===== src/hdl/rtki_pkg.sv =====
// shared types and constants of the ranked top-k table
// no dependencies
`default_nettype none

package rtki_pkg;

    localparam int SCORE_W      = 31;
    localparam int LEVEL_W      = 16;
    localparam int EPISODE_W    = 3;
    localparam int RANK_W       = 3;
    localparam int NUM_ENTRIES_DEF = 8;

    // command codes
    localparam logic CMD_INSERT = 1'b0;
    localparam logic CMD_READ   = 1'b1;

    typedef struct packed {
        logic [SCORE_W-1:0]   score;
        logic [LEVEL_W-1:0]   level;
        logic [EPISODE_W-1:0] episode;
    } entry_t;

    // control handed along the chain of cells
    typedef struct packed {
        logic insert_en;
        logic prev_beats;
    } cell_ctrl_t;

endpackage

`default_nettype wire


===== src/hdl/rtki_req_if.sv =====
// request channel of the ranked top-k table
// depends on rtki_pkg
`default_nettype none

interface rtki_req_if
    import rtki_pkg::*;
();
    logic                 valid;
    logic                 ready;
    logic                 cmd;
    logic [SCORE_W-1:0]   new_score;
    logic [LEVEL_W-1:0]   new_level;
    logic [EPISODE_W-1:0] new_episode;
    logic [RANK_W-1:0]    read_rank;

    modport source (
        output valid, cmd, new_score, new_level, new_episode, read_rank,
        input  ready
    );

    modport sink (
        input  valid, cmd, new_score, new_level, new_episode, read_rank,
        output ready
    );
endinterface

`default_nettype wire


===== src/hdl/rtki_rsp_if.sv =====
// response channel of the ranked top-k table
// depends on rtki_pkg
`default_nettype none

interface rtki_rsp_if
    import rtki_pkg::*;
();
    logic                 valid;
    logic                 ready;
    logic                 placed;
    logic [RANK_W-1:0]    placed_rank;
    logic [SCORE_W-1:0]   entry_score;
    logic [LEVEL_W-1:0]   entry_level;
    logic [EPISODE_W-1:0] entry_episode;

    modport source (
        output valid, placed, placed_rank, entry_score, entry_level, entry_episode,
        input  ready
    );

    modport sink (
        input  valid, placed, placed_rank, entry_score, entry_level, entry_episode,
        output ready
    );
endinterface

`default_nettype wire


===== src/hdl/rtki_cell.sv =====
// one rank of the table: holds an entry, compares it with the new one
// depends on rtki_pkg
`default_nettype none

module rtki_cell
    import rtki_pkg::*;
(
    input  wire logic       clk,
    input  wire logic       rst_n,
    input  wire cell_ctrl_t ctrl,
    input  wire entry_t     new_entry,
    input  wire entry_t     prev_entry,
    output entry_t          entry,
    output logic            beats
);

    entry_t entry_reg;
    entry_t entry_next;

    // new entry ranks above the stored one; exact ties go below
    assign beats = (new_entry.score > entry_reg.score) ||
                   ((new_entry.score == entry_reg.score) &&
                    (new_entry.level > entry_reg.level));

    always_comb
    begin
        entry_next = entry_reg;
        if (ctrl.insert_en)
        begin
            if (ctrl.prev_beats)
            begin
                entry_next = prev_entry;
            end
            else if (beats)
            begin
                entry_next = new_entry;
            end
        end
    end

    always_ff @(posedge clk or negedge rst_n)
    begin
        if (!rst_n)
        begin
            entry_reg <= '0;
        end
        else
        begin
            entry_reg <= entry_next;
        end
    end

    assign entry = entry_reg;

endmodule

`default_nettype wire


===== src/hdl/ranked_top_k_table_insert_core.sv =====
// ranked top-k table: top level with the chain of cells and the response register
// depends on rtki_pkg, rtki_req_if, rtki_rsp_if and rtki_cell
//
// usage
//   req carries one request: cmd insert (new_score, new_level, new_episode) or
//   cmd read (read_rank). rsp returns exactly one response per request.
//   an insert goes in front of the first stored entry with a lower score, or
//   an equal score and a lower level; entries below move down a rank and the
//   last one drops out. placed/placed_rank say where it landed.
//   a read returns the entry at read_rank, zeros beyond the table.
// latency and throughput
//   one request per cycle while the receiver takes responses; the response is
//   valid the cycle after acceptance. every cell compares against the new entry
//   at once, so table depth adds no register beyond the response register.
// reset
//   rst_n clears every entry to zero and drops rsp.valid.
// back-pressure
//   req.ready is high while the response register is empty or being taken,
//   so a stalled receiver holds the response and stalls new requests.
`default_nettype none

module ranked_top_k_table_insert_core
    import rtki_pkg::*;
#(
    parameter int NUM_ENTRIES = NUM_ENTRIES_DEF
)
(
    input  wire logic  clk,
    input  wire logic  rst_n,
    rtki_req_if.sink   req,
    rtki_rsp_if.source rsp
);

    // only ranks reachable by a 3-bit read_rank need a read path
    localparam int READ_SLOTS = (NUM_ENTRIES < (1 << RANK_W)) ? NUM_ENTRIES : (1 << RANK_W);

    entry_t                 new_entry;
    entry_t                 entries [NUM_ENTRIES];
    logic [NUM_ENTRIES-1:0] beats;
    logic                   req_accept;
    logic                   insert_en;

    // response register
    logic                 rsp_valid_reg;
    logic                 rsp_valid_next;
    logic                 placed_reg;
    logic                 placed_next;
    logic [RANK_W-1:0]    placed_rank_reg;
    logic [RANK_W-1:0]    placed_rank_next;
    entry_t               read_entry_reg;
    entry_t               read_entry_next;

    entry_t               read_sel;
    logic [RANK_W-1:0]    first_rank;

    assign req.ready  = !rsp_valid_reg || rsp.ready;
    assign req_accept = req.valid && req.ready;
    assign insert_en  = req_accept && (req.cmd == CMD_INSERT);

    assign new_entry.score   = req.new_score;
    assign new_entry.level   = req.new_level;
    assign new_entry.episode = req.new_episode;

    // chain of cells, rank 0 first; each takes its upper neighbour's entry on a shift
    genvar g;
    generate
        for (g = 0; g < NUM_ENTRIES; g++)
        begin : g_cell
            cell_ctrl_t ctrl;
            entry_t     prev_entry;

            if (g == 0)
            begin : g_head
                assign ctrl.prev_beats = 1'b0;
                assign prev_entry      = '0;
            end
            else
            begin : g_body
                assign ctrl.prev_beats = beats[g-1];
                assign prev_entry      = entries[g-1];
            end
            assign ctrl.insert_en = insert_en;

            rtki_cell u_cell (
                .clk        (clk),
                .rst_n      (rst_n),
                .ctrl       (ctrl),
                .new_entry  (new_entry),
                .prev_entry (prev_entry),
                .entry      (entries[g]),
                .beats      (beats[g])
            );
        end
    endgenerate

    // table stays sorted, so beats is a run of ones from the landing rank down;
    // its first one is the landing rank (low bits only on wide tables)
    always_comb
    begin
        first_rank = '0;
        for (int k = 0; k < NUM_ENTRIES; k++)
        begin
            if (beats[k] && ((k == 0) || !beats[(k == 0) ? 0 : k-1]))
            begin
                first_rank = first_rank | RANK_W'(k);
            end
        end
    end

    // read mux over the ranks a request can name
    always_comb
    begin
        read_sel = '0;
        for (int k = 0; k < READ_SLOTS; k++)
        begin
            if (req.read_rank == RANK_W'(k))
            begin
                read_sel = entries[k];
            end
        end
    end

    always_comb
    begin
        rsp_valid_next   = rsp_valid_reg;
        placed_next      = placed_reg;
        placed_rank_next = placed_rank_reg;
        read_entry_next  = read_entry_reg;
        if (req_accept)
        begin
            rsp_valid_next = 1'b1;
            if (req.cmd == CMD_READ)
            begin
                placed_next      = 1'b0;
                placed_rank_next = '0;
                read_entry_next  = read_sel;
            end
            else
            begin
                placed_next      = |beats;
                placed_rank_next = first_rank;
                read_entry_next  = '0;
            end
        end
        else if (rsp.ready)
        begin
            rsp_valid_next = 1'b0;
        end
    end

    always_ff @(posedge clk or negedge rst_n)
    begin
        if (!rst_n)
        begin
            rsp_valid_reg <= 1'b0;
        end
        else
        begin
            rsp_valid_reg <= rsp_valid_next;
        end
    end

    // payload needs no reset
    always_ff @(posedge clk)
    begin
        placed_reg      <= placed_next;
        placed_rank_reg <= placed_rank_next;
        read_entry_reg  <= read_entry_next;
    end

    assign rsp.valid         = rsp_valid_reg;
    assign rsp.placed        = placed_reg;
    assign rsp.placed_rank   = placed_rank_reg;
    assign rsp.entry_score   = read_entry_reg.score;
    assign rsp.entry_level   = read_entry_reg.level;
    assign rsp.entry_episode = read_entry_reg.episode;

endmodule

`default_nettype wire


===== src/flat_wrapper.sv =====
// flat-port wrapper written by rule: the top's interface ports become plain ports
module ranked_top_k_table_insert_core_flat import rtki_pkg::*;
#(
    parameter int NUM_ENTRIES = NUM_ENTRIES_DEF
)
  (clk, rst_n, req_valid, req_cmd, req_new_score, req_new_level, req_new_episode, req_read_rank, req_ready, rsp_valid, rsp_placed, rsp_placed_rank, rsp_entry_score, rsp_entry_level, rsp_entry_episode, rsp_ready);
  rtki_req_if req_i ();
  rtki_rsp_if rsp_i ();
  input  wire logic clk;
  input  wire logic rst_n;
  input wire logic [$bits(req_i.valid)-1:0] req_valid;
  input wire logic [$bits(req_i.cmd)-1:0] req_cmd;
  input wire logic [$bits(req_i.new_score)-1:0] req_new_score;
  input wire logic [$bits(req_i.new_level)-1:0] req_new_level;
  input wire logic [$bits(req_i.new_episode)-1:0] req_new_episode;
  input wire logic [$bits(req_i.read_rank)-1:0] req_read_rank;
  output wire logic [$bits(req_i.ready)-1:0] req_ready;
  output wire logic [$bits(rsp_i.valid)-1:0] rsp_valid;
  output wire logic [$bits(rsp_i.placed)-1:0] rsp_placed;
  output wire logic [$bits(rsp_i.placed_rank)-1:0] rsp_placed_rank;
  output wire logic [$bits(rsp_i.entry_score)-1:0] rsp_entry_score;
  output wire logic [$bits(rsp_i.entry_level)-1:0] rsp_entry_level;
  output wire logic [$bits(rsp_i.entry_episode)-1:0] rsp_entry_episode;
  input wire logic [$bits(rsp_i.ready)-1:0] rsp_ready;
  assign req_i.valid = req_valid;
  assign req_i.cmd = req_cmd;
  assign req_i.new_score = req_new_score;
  assign req_i.new_level = req_new_level;
  assign req_i.new_episode = req_new_episode;
  assign req_i.read_rank = req_read_rank;
  assign req_ready = req_i.ready;
  assign rsp_valid = rsp_i.valid;
  assign rsp_placed = rsp_i.placed;
  assign rsp_placed_rank = rsp_i.placed_rank;
  assign rsp_entry_score = rsp_i.entry_score;
  assign rsp_entry_level = rsp_i.entry_level;
  assign rsp_entry_episode = rsp_i.entry_episode;
  assign rsp_i.ready = rsp_ready;
  ranked_top_k_table_insert_core #(.NUM_ENTRIES(NUM_ENTRIES)) u_core (.clk(clk), .rst_n(rst_n), .req(req_i), .rsp(rsp_i));
endmodule

===== config.mk =====
export PLATFORM = sky130hd
export DESIGN_NAME = ranked_top_k_table_insert_core_flat
export DESIGN_NICKNAME = d
export VERILOG_FILES = /design/src/hdl/rtki_pkg.sv /design/src/hdl/rtki_req_if.sv /design/src/hdl/rtki_rsp_if.sv /design/src/hdl/rtki_cell.sv /design/src/hdl/ranked_top_k_table_insert_core.sv /design/src/flat_wrapper.sv
export SDC_FILE = /design/constraint.sdc
export NUM_CORES = 1
export LEC_CHECK = 0
export BUFFER_PORTS_ARGS = -buffer_cell sky130_fd_sc_hd__buf_2
export CAP_MARGIN = 25
export CORE_AREA = 8 8 347 349
export CTS_CLUSTER_DIAMETER = 80
export DETAILED_ROUTE_END_ITERATION = 10
export DIE_AREA = 0 0 355 357
export PLACE_DENSITY = 0.58
export SLEW_MARGIN = 10
export SYNTH_ARGS = -nofsm -noshare
export SYNTH_HDL_FRONTEND = slang
export SYNTH_HIERARCHICAL = 1
export SYNTH_SLANG_ARGS = --single-unit

===== constraint.sdc =====
create_clock -name clk -period 3.57 [get_ports clk]
set_clock_uncertainty 0.2 [all_clocks]
set_input_delay 0.1785 -clock clk [delete_from_list [all_inputs] [get_ports clk]]
set_output_delay 0.1785 -clock clk [all_outputs]
set_load 0.03 [all_outputs]

# --- Yosys cells after proc, flatten, opt, wreduce, memory -nomap -nowiden ---
# Index checks and enable logic that the tools add are counted.
# Widths: inputs -> output; s select.
word_totals:
  reg_bits: 455
  inputBits: 58
classes:
  n_lt_le_gt_ge: 16
  eq_ne: 15
  mux: 31
  bitwise: 1
  reduce_logical: 52
op_table:
  columns: ["cell", "count"]
  rows:
  - ["$mux 50", 22]
  - ["$eq 31x31->1", 8]
  - ["$gt 31x31->1", 8]
  - ["$gt 16x16->1", 8]
  - ["$logic_and 1x1->1", 17]
  - ["$reduce_and 2->1", 8]
  - ["$reduce_bool 2->1", 8]
  - ["$eq 3x3->1 const B", 4]
  - ["$mux 3", 4]
  - ["$logic_or 1x1->1", 9]
  - ["$logic_not 1->1", 8]
  - ["$reduce_or 8->1", 1]
  - ["$eq 3x2->1 const B", 2]
  - ["$mux 2", 2]
  - ["$eq 3x1->1 const B", 1]
  - ["$logic_not 3->1", 1]
  - ["$mux 1", 3]
  - ["$not 1->1", 1]

# --- Longest topological paths before layout ---
# Gate-level depths: netlist of the first run.
depth:
  ltp_word: 12
  ltp_mapped: 14
  depth_no_buf: 12

# --- Hierarchy ---
# Netlist of the first run, hierarchy kept.
by_module_without_submodules:
  columns: ["module", "instances", "cells_per_inst", "area_per_inst_um2", "seq_area_each_um2"]
  rows:
  - ["rtki_cell at u_core.g_cell[1].u_cell ...", 7, 332, 3550.9, 1251.2]
  - ["ranked_top_k_table_insert_core", 1, 655, 5848.1, 1646.6]
  - ["rtki_cell at u_core.g_cell[0].u_cell", 1, 338, 3568.4, 1251.2]

# --- Worst setup path before layout of the first run ---
# Ideal clock, no wire load.
synth_path:
  path_type: "flip-flop to flip-flop"
  start: "reg u_core.rsp_valid_reg, in the netlist u_core/rsp.valid"
  end: "reg u_core.g_cell[1].u_cell.entry_reg, in the netlist u_core/g_cell[1].u_cell/entry[0]"
  setup_time_ns: 0.128
  t_arrival_ns: 3.629
  setup_slack_ns: -0.387
  path_stages_with_launch: 8
  path_buffers: 1
  period_less_slack_ns: 3.957
  cell_sequence: "dfrtp_1 -> nand2b_1 -> and2_1 -> nor2b_1 -> inv_1 -> a221oi_4 -> buf_6 -> mux2_1"
synth_via:
  elab_chain_len: 5
synth_rtl:
  columns: ["item", "line", "source"]
  rows:
  - ["start: declaration", "ranked_top_k_table_insert_core.sv:44", "logic rsp_valid_reg;"]
  - ["start signal: assignment", "ranked_top_k_table_insert_core.sv:159", "rsp_valid_reg <= rsp_valid_next;"]
  - ["$logic_not 1->1", "ranked_top_k_table_insert_core.sv:56", "assign req.ready = !rsp_valid_reg || rsp.ready;"]
  - ["$logic_or 1x1->1", "ranked_top_k_table_insert_core.sv:56", null]
  - ["via req_ready", "flat_wrapper.sv:17", "output wire logic [$bits(req_i.ready)-1:0] req_ready;"]
  - ["$logic_and 1x1->1", "ranked_top_k_table_insert_core.sv:57", "assign req_accept = req.valid && req.ready;"]
  - ["via u_core.req_accept", "ranked_top_k_table_insert_core.sv:40", "logic req_accept;"]
  - ["$logic_and 1x1->1", "ranked_top_k_table_insert_core.sv:58", "assign insert_en = req_accept && (req.cmd == CMD_INSERT);"]
  - ["via u_core.insert_en", "ranked_top_k_table_insert_core.sv:41", "logic insert_en;"]
  - ["$reduce_and 2->1 (no line)", null, null]
  - ["end signal: assignment", "rtki_cell.sv:49", "entry_reg <= entry_next;"]
  - ["end: declaration", "rtki_cell.sv:17", "entry_t entry_reg;"]
# The timed path passes the listed nets, and every way through them passes these cells.
# A chain may end at the register's enable or synchronous reset.

# --- Final worst setup path of the first run ---
layout_path:
  start: "reg u_core.g_cell[6].u_cell.entry_reg, in the netlist u_core/g_cell[6].u_cell/entry[13]"
  end: "reg u_core.g_cell[7].u_cell.entry_reg, in the netlist u_core/g_cell[7].u_cell/entry[29]"
layout_via:
  elab_chain_len: 5
  elab_cells_between_ends: 6
  classes_between: "order compare (1); mux (1); reduce/logical (4)"
layout_rtl:
  columns: ["item", "line", "source"]
  rows:
  - ["start: declaration", "rtki_cell.sv:17", null]
  - ["start signal: assignment", "rtki_cell.sv:49", null]
  - ["$gt 16x16->1 *", "rtki_cell.sv:23", "(new_entry.level > entry_reg.level));"]
  - ["$logic_and 1x1->1 *", "rtki_cell.sv:22", "((new_entry.score == entry_reg.score) &&"]
  - ["$logic_or 1x1->1 *", "rtki_cell.sv:21", "assign beats = (new_entry.score > entry_reg.score) ||"]
  - ["via u_core.beats[6]", "ranked_top_k_table_insert_core.sv:39", "logic [NUM_ENTRIES-1:0] beats;"]
  - ["$reduce_bool 2->1 (no line)", null, null]
  - ["$reduce_and 2->1 (no line)", null, null]
  - ["end signal: assignment", "rtki_cell.sv:49", null]
  - ["end: declaration", "rtki_cell.sv:17", null]
# The timed path passes the listed nets; every way through them passes the cells marked *.

==> run summary, run 1 <==
largest fanout on the critical path - 5
DRC violation count after routing - 0
Final min period - 3.67 ns
Reg power frac - 27.0%
Final #Nets - 4367
Fin. Hold Viols - 0
GRT Residual Overflow - 0
reg2reg end - u_core/g_cell[7].u_cell/entry[29]$_DFFE_PN0P_
Seq cells post-synth - 455
number of global-route vias before repair - 28300
Port Buffers - 113
Final HPWL DP - 86.7 mm
P_leak - 20.1 nW
internal power - 0.0199 W
RD Place Congestion - 0.885
total number of vias - 28300
Slew Viols, Final - 0
CP Capture Point - u_core/g_cell[7].u_cell/entry[29]$_DFFE_PN0P_
WL/cell - 22.2 µm
EDFF count, synth - 54
violated checks - setup timing
Post-Route WL - 122 mm
Num CTS Buffers - 56
clock buffer depth - 3
fmax - 272 MHz
number of antenna repair diodes - 0
RSZ-0062 raised after global routing - true
max reg flops - 400
Hold Path Depth - 4
NetSw - 0.0141 W
Setup TNS Final - -4.08 ns
die height - 357 µm
status - complete, but fails checks
asr flop ratio synth - 88.1%
Clock power frac - 18.0%
Final WS setup - -0.102 ns
Ports - 114
worst-skew pair later-pin latency - 0.64 ns
clock input transition at the sequential cells of the worst setup and hold paths - 0.06 ns
CTS Root Cell - clkbuf_16
antenna violations before repair - 5
core box area - 115000 µm²
Synth Instances - 3317
die area - 127000 µm²
largest net degree at the start of global routing - 81
sw frac - 41.5%
Reg2Reg Depth - 15
Worst-Margin Slew - 0.894 ns
H-tree depth - 2
CP Class - flip-flop to flip-flop
CTS tree - built
Initial Util - 29.8%
first-pass GRT wire length - 180 mm
CP startpoint kind - flip-flop
ys flop type - dfrtp_1
PD cells - 768 nW/µm²
r2r setup slk - -0.10 ns
Max-cap violations - 0
Area Growth Syn to Fin - 29.2%
Seq/Total Area, Yosys - 34.0%
DRT iter0 DRCs - 2010
GRT Resource Usage Total - 18.2%
Post-DRT Antenna Nets - 0
endpoints failing setup - 113
Reg2Reg Launch Point - u_core/g_cell[6].u_cell/entry[13]$_DFFE_PN0P_
critical path launch point - u_core/g_cell[6].u_cell/entry[13]$_DFFE_PN0P_
DR pass1 iterations - 6
most common cell after layout, fill and taps aside - mux2i_1
crit end category - flip-flop
synth unique cells - 57
DR vias/cell - 5.14
Slew HR - 40.4%
synthesized area - 34300 µm²
Syn. warnings - 6
Max rail drop VDD - 0.561 mV
combinational fraction of design power - 55.0%
FP Rows - 125
worst hold path class - input pin to flip-flop
Req. time, crit path - 3.91 ns
die width - 355 µm
total power - 0.0340 W
Num Clock Sinks - 455
most frequent cells in the layout - 716 x mux2i_1, 401 x dfrtp_1, 363 x inv_1
crit share post-route - 103%
Synth Area per Inst - 10.3 µm²
ratio of cells with drive above 1 in the final layout - 24.3%
Critical Path AT - 4.01 ns
-- how the worst min path moves through the flow --
stage / start / endpoint / slack (ns)
6_report: req_new_score[4] / u_core/g_cell[6].u_cell/entry[23]$_DFFE_PN0P_ / 0.01
5_1_grt: req_new_score[4] / u_core/g_cell[6].u_cell/entry[23]$_DFFE_PN0P_ / 0.03
4_1_cts: req_cmd / u_core/rsp.entry_level[13]$_SDFFCE_PN0P_ / 0.0005
3_5_place_dp: rst_n / u_core/rsp.valid$_DFFE_PN0P_ / -0.03
3_3_place_gp: rst_n / u_core/rsp.valid$_DFFE_PN0P_ / -0.03
2_1_floorplan: rst_n / u_core/g_cell[0].u_cell/entry[0]$_DFFE_PN0P_ / -0.32
-- synth_stat cells, types with 8 or more instances --
library cell | count | area share (%)
a211oi_1 | 9 | 0.20
nand3_1 | 48 | 0.70
nor2b_1 | 12 | 0.22
a21oi_1 | 202 | 2.9
buf_4 | 18 | 0.39
nor3_1 | 19 | 0.28
nand2b_1 | 55 | 1.0
mux2_4 | 33 | 1.4
and3_1 | 8 | 0.15
a41oi_2 | 30 | 1.4
nand2_1 | 180 | 2.0
mux2i_1 | 726 | 21
nand4_1 | 71 | 1.3
nand3b_1 | 9 | 0.20
o211ai_1 | 16 | 0.35
buf_2 | 12 | 0.18
edfxtp_1 | 54 | 4.7
o21ai_0 | 129 | 1.9
o31a_1 | 8 | 0.20
a221oi_1 | 8 | 0.20
ha_1 | 376 | 14
mux2_1 | 61 | 2.0
a21o_1 | 22 | 0.48
o21ai_1 | 54 | 0.79
and2_1 | 9 | 0.16
clkbuf_1 | 70 | 0.77
buf_6 | 47 | 1.5
dfrtp_1 | 401 | 29
nor2_1 | 47 | 0.51
inv_1 | 394 | 4.3
mux2_2 | 67 | 2.2
nor4_1 | 9 | 0.16
a41oi_1 | 18 | 0.46
-- critical path, stage by stage, from the launching register on --
cell and delay, ns:
dfrtp_1 0.34, inv_1 0.08, ha_1 0.30, nand4_1 0.14
or4_4 0.55, a21o_1 0.21, o211ai_1 0.21, o21ai_2 0.18
a21oi_4 0.16, inv_2 0.06, and2_4 0.16, a221oi_4 0.29
buf_6 0.18, buf_12 0.12, buf_12 0.14, mux2i_1 0.21
-- power groups by stage --
stage / Combinational (W) / Sequential (W) / Clock, W
after CTS: 0.0175 / 0.00916 / 0.00627
after global placement: 0.0165 / 0.00919 / 0
after global routing: 0.0203 / 0.00948 / 0.00645
after detailed placement: 0.0168 / 0.00924 / 0
after floorplan: 0.0108 / 0.00890 / 0
final: 0.0187 / 0.00919 / 0.00613
-- area by class of cell --
type,count,area [µm²]
flip-flops and latches,455,11700
well taps,1524,1910
clock inverters,22,283
repair buffers,662,6130
clock buffers,84,1670
multi-input cells,2364,21200
fillers,11300,70800
inverters,394,1480
-- through the flow --
stage,std cells,instance area [µm²],worst slack (ns),hold WS (ns),utilization [%]
finish,5505,44300,-0.102,0.0124,38.5
detailed placement,5237,39600,-0.635,-0.0297,34.4
floorplan,3367,34500,0.0238,-0.317,-
global route,5505,44300,-0.182,0.0308,38.5
CTS,5450,43100,-0.0628,0.000541,37.4
global placement,5235,39600,-0.650,-0.0279,34.4
-- logic make-up after synthesis --
logic type / share of synthesized area [%]
other: 0.0109
multiplexers: 26.9
AO/OA/AOI/OAI: 11.0
flip-flops: 34.0
buffers and inverters: 7.31
AND/OR/NAND/NOR: 7.09
adder cells (fa/ha/maj): 13.7
-- what timing repair did --
action / in CTS / in global routing
setup buffers: 29 / 51
hold endpoints to repair: 666 / 0
pin swaps: 25 / 50
cloned: 5 / 11
hold buffers: 76 / 0
setup endpoints to repair: 322 / 348
resized for setup: 72 / 132
-- metal layers --
layer | global-route usage, % | wire [µm] | part of all wire [%] | vias to the layer above
met4 | 5.19 | 3630 | 3.0 | 4
met2 | 29.3 | 55400 | 45 | 810
met1 | 25.2 | 55400 | 45 | 14100
met5 | 0 | 23 | 0.019 | -
li1 | - | - | - | 13200
met3 | 2.97 | 7690 | 6.3 | 177
No activity file was read; power rests on OpenSTA's default activity.
==> inputs of run 2 (changes only) <==
Settings changed: RECOVER_POWER set to 25, REMOVE_ABC_BUFFERS set to 1.
==> run summary, run 2 (same netlist as run 1, synthesis figures left out) <==
P_leak - 21.1 nW
number of global-route vias before repair - 30200
Worst-Margin Slew - 2.53 ns
Max-cap violations - 3
Slew Viols, Final - 132
Hold Path Depth - 3
clock buffer depth - 3
crit share post-route - 105%
RD Place Congestion - 0.898
GRT Residual Overflow - 0
Final HPWL DP - 89.2 mm
die width - 355 µm
largest fanout on the critical path - 6
GRT Resource Usage Total - 19.3%
CP Class - flip-flop to flip-flop
Multi-input gate area - 21400 µm²
dpl cell area - 41000 µm²
Reg area - 11700 µm²
Num Clock Sinks - 455
max reg flops - 400
Req. time, crit path - 3.91 ns
crit path buf inv count - 5
DR pass1 iterations - 5
status - complete, but fails checks
largest net degree at the start of global routing - 124
DR vias/cell - 5.14
Fill cells - 11200
violated checks - capacitance limit, slew limit, setup timing
ratio of cells with drive above 1 in the final layout - 28.3%
Post-DRT Antenna Nets - 0
CP startpoint kind - flip-flop
Initial Util - 29.8%
Area Growth Syn to Fin - 34.5%
crit end category - flip-flop
CTS Root Cell - clkbuf_16
total number of vias - 29500
DRC violation count after routing - 0
H-tree depth - 2
critical path's slowest cell - or4_4
Final WS setup - -0.177 ns
Ports - 114
reg2reg end - u_core/g_cell[6].u_cell/entry[25]$_DFFE_PN0P_
FP Rows - 125
CTS tree - built
Fin. Hold Viols - 0
Port Buffers - 113
die height - 357 µm
Largest delay share family, worst path - compound AO/OA/AOI/OAI gates
fmax - 267 MHz
core box area - 115000 µm²
first-pass GRT wire length - 189 mm
r2r setup slk - -0.18 ns
clock input transition at the sequential cells of the worst setup and hold paths - 0.06 ns
worst-skew pair later-pin latency - 0.62 ns
max incr delay on CP - 0.57 ns
endpoints failing setup - 194
hold wc startpoint - req_new_score[17]
Reg2Reg Depth - 15
Hold EP - u_core/g_cell[0].u_cell/entry[36]$_DFFE_PN0P_
most frequent cells in the layout - 719 x mux2i_1, 595 x buf_4, 401 x dfrtp_1
Post-Route WL - 128 mm
WL/cell - 22.3 µm
Slew HR - -68.6%
RSZ-0062 raised after global routing - true
PD cells - 781 nW/µm²
worst hold path class - input pin to flip-flop
die area - 127000 µm²
Stages on worst setup path - 15
antenna violations before repair - 9
Reg2Reg Launch Point - u_core/g_cell[5].u_cell/entry[10]$_DFFE_PN0P_
CP Cell Sequence - inv_2 > ha_4 > nand2_4 > or4_4 > a21o_1 > o211ai_1 > o21ai_4 > a21oi_4 > inv_2 > and2_4 > a221oi_4 > buf_6 > buf_12 > buf_12 > mux2i_1
Critical Path AT - 4.08 ns
Core Util, Final - 40.0%
DRT iter0 DRCs - 2265
Final min period - 3.75 ns
Finished Cell Area - 46100 µm²
Final #Nets - 4606
most common cell after layout, fill and taps aside - mux2i_1
Max rail drop VDD - 0.425 mV
Num CTS Buffers - 54
run 2: how the worst max path moves through the flow:
stage	start	end	slack, ns
after global placement	u_core/g_cell[0].u_cell/entry[23]$_DFFE_PN0P_	u_core/g_cell[1].u_cell/entry[24]$_DFFE_PN0P_	-0.77
after detailed placement	req_new_level[7]	u_core/g_cell[4].u_cell/entry[22]$_DFFE_PN0P_	-0.68
after CTS	u_core/g_cell[4].u_cell/entry[11]$_DFFE_PN0P_	u_core/g_cell[5].u_cell/entry[11]$_DFFE_PN0P_	-0.14
final	u_core/g_cell[5].u_cell/entry[10]$_DFFE_PN0P_	u_core/g_cell[6].u_cell/entry[25]$_DFFE_PN0P_	-0.18
after global routing	u_core/g_cell[5].u_cell/entry[9]$_DFFE_PN0P_	u_core/g_cell[6].u_cell/entry[25]$_DFFE_PN0P_	-0.26
after floorplan	u_core/g_cell[6].u_cell/entry[13]$_DFFE_PN0P_	u_core/g_cell[7].u_cell/entry[19]$_DFFE_PN0P_	-5.10
run 2: power by group:
group	internal [W]	total, W	leakage [nW]	switching [W]
clock network	0.00340	0.00582	0.887	0.00241
registers	0.00754	0.00898	5.00	0.00144
logic	0.0103	0.0212	15.2	0.0109
run 2: area by class of cell:
| class | instances | area share [%] |
|---|---|---|
| Multi-Input combinational cell | 2364 | 46.5 |
| Sequential cell | 455 | 25.3 |
| Timing Repair Buffer | 903 | 17.0 |
| Tap cell | 1524 | 4.14 |
| Clock buffer | 76 | 3.40 |
| Inverter | 394 | 3.21 |
| Clock inverter | 22 | 0.540 |
| Antenna cell | 2 | 0.0109 |
run 2: worst min-delay path, cell delays in order:
cell and delay, ns:
dlymetal6s4s_1 0.34, mux2i_1 0.19, mux2i_1 0.09
run 2: what timing repair did:
| action | in CTS | in global routing |
|---|---|---|
| cloned | 12 | 6 |
| hold buffers | 65 | 0 |
| setup endpoints to repair | 354 | 354 |
| endpoints found under the hold margin | 672 | 0 |
| pin swaps | 32 | 49 |
| setup buffers | 74 | 55 |
| gates resized for setup | 141 | 176 |
run 2: stage by stage:
step	setup slack, ns	hold WS (ns)	power [W]	setup TNS (ns)	instances
2_1_floorplan	-5.10	-0.317	0.0202	-1785.23	3213
6_report	-0.177	0.0267	0.0360	-14.32	5740
4_1_cts	-0.138	0.0106	0.0349	-10.75	5694
3_3_place_gp	-0.768	0.0662	0.0272	-162.38	5444
3_5_place_dp	-0.683	0.0796	0.0276	-155.15	5447
5_1_grt	-0.255	0.0593	0.0383	-43.82	5738
run 2: per-layer routing:
layer  track usage (%)  part of all wire [%]  vias to the layer above
li1                  -                     -                    13700
met1              26.4                    45                    14600
met2              30.6                    45                      976
met3              2.85                   6.1                      260
met4              7.90                   4.3                        6
met5                 0                 0.027                        -
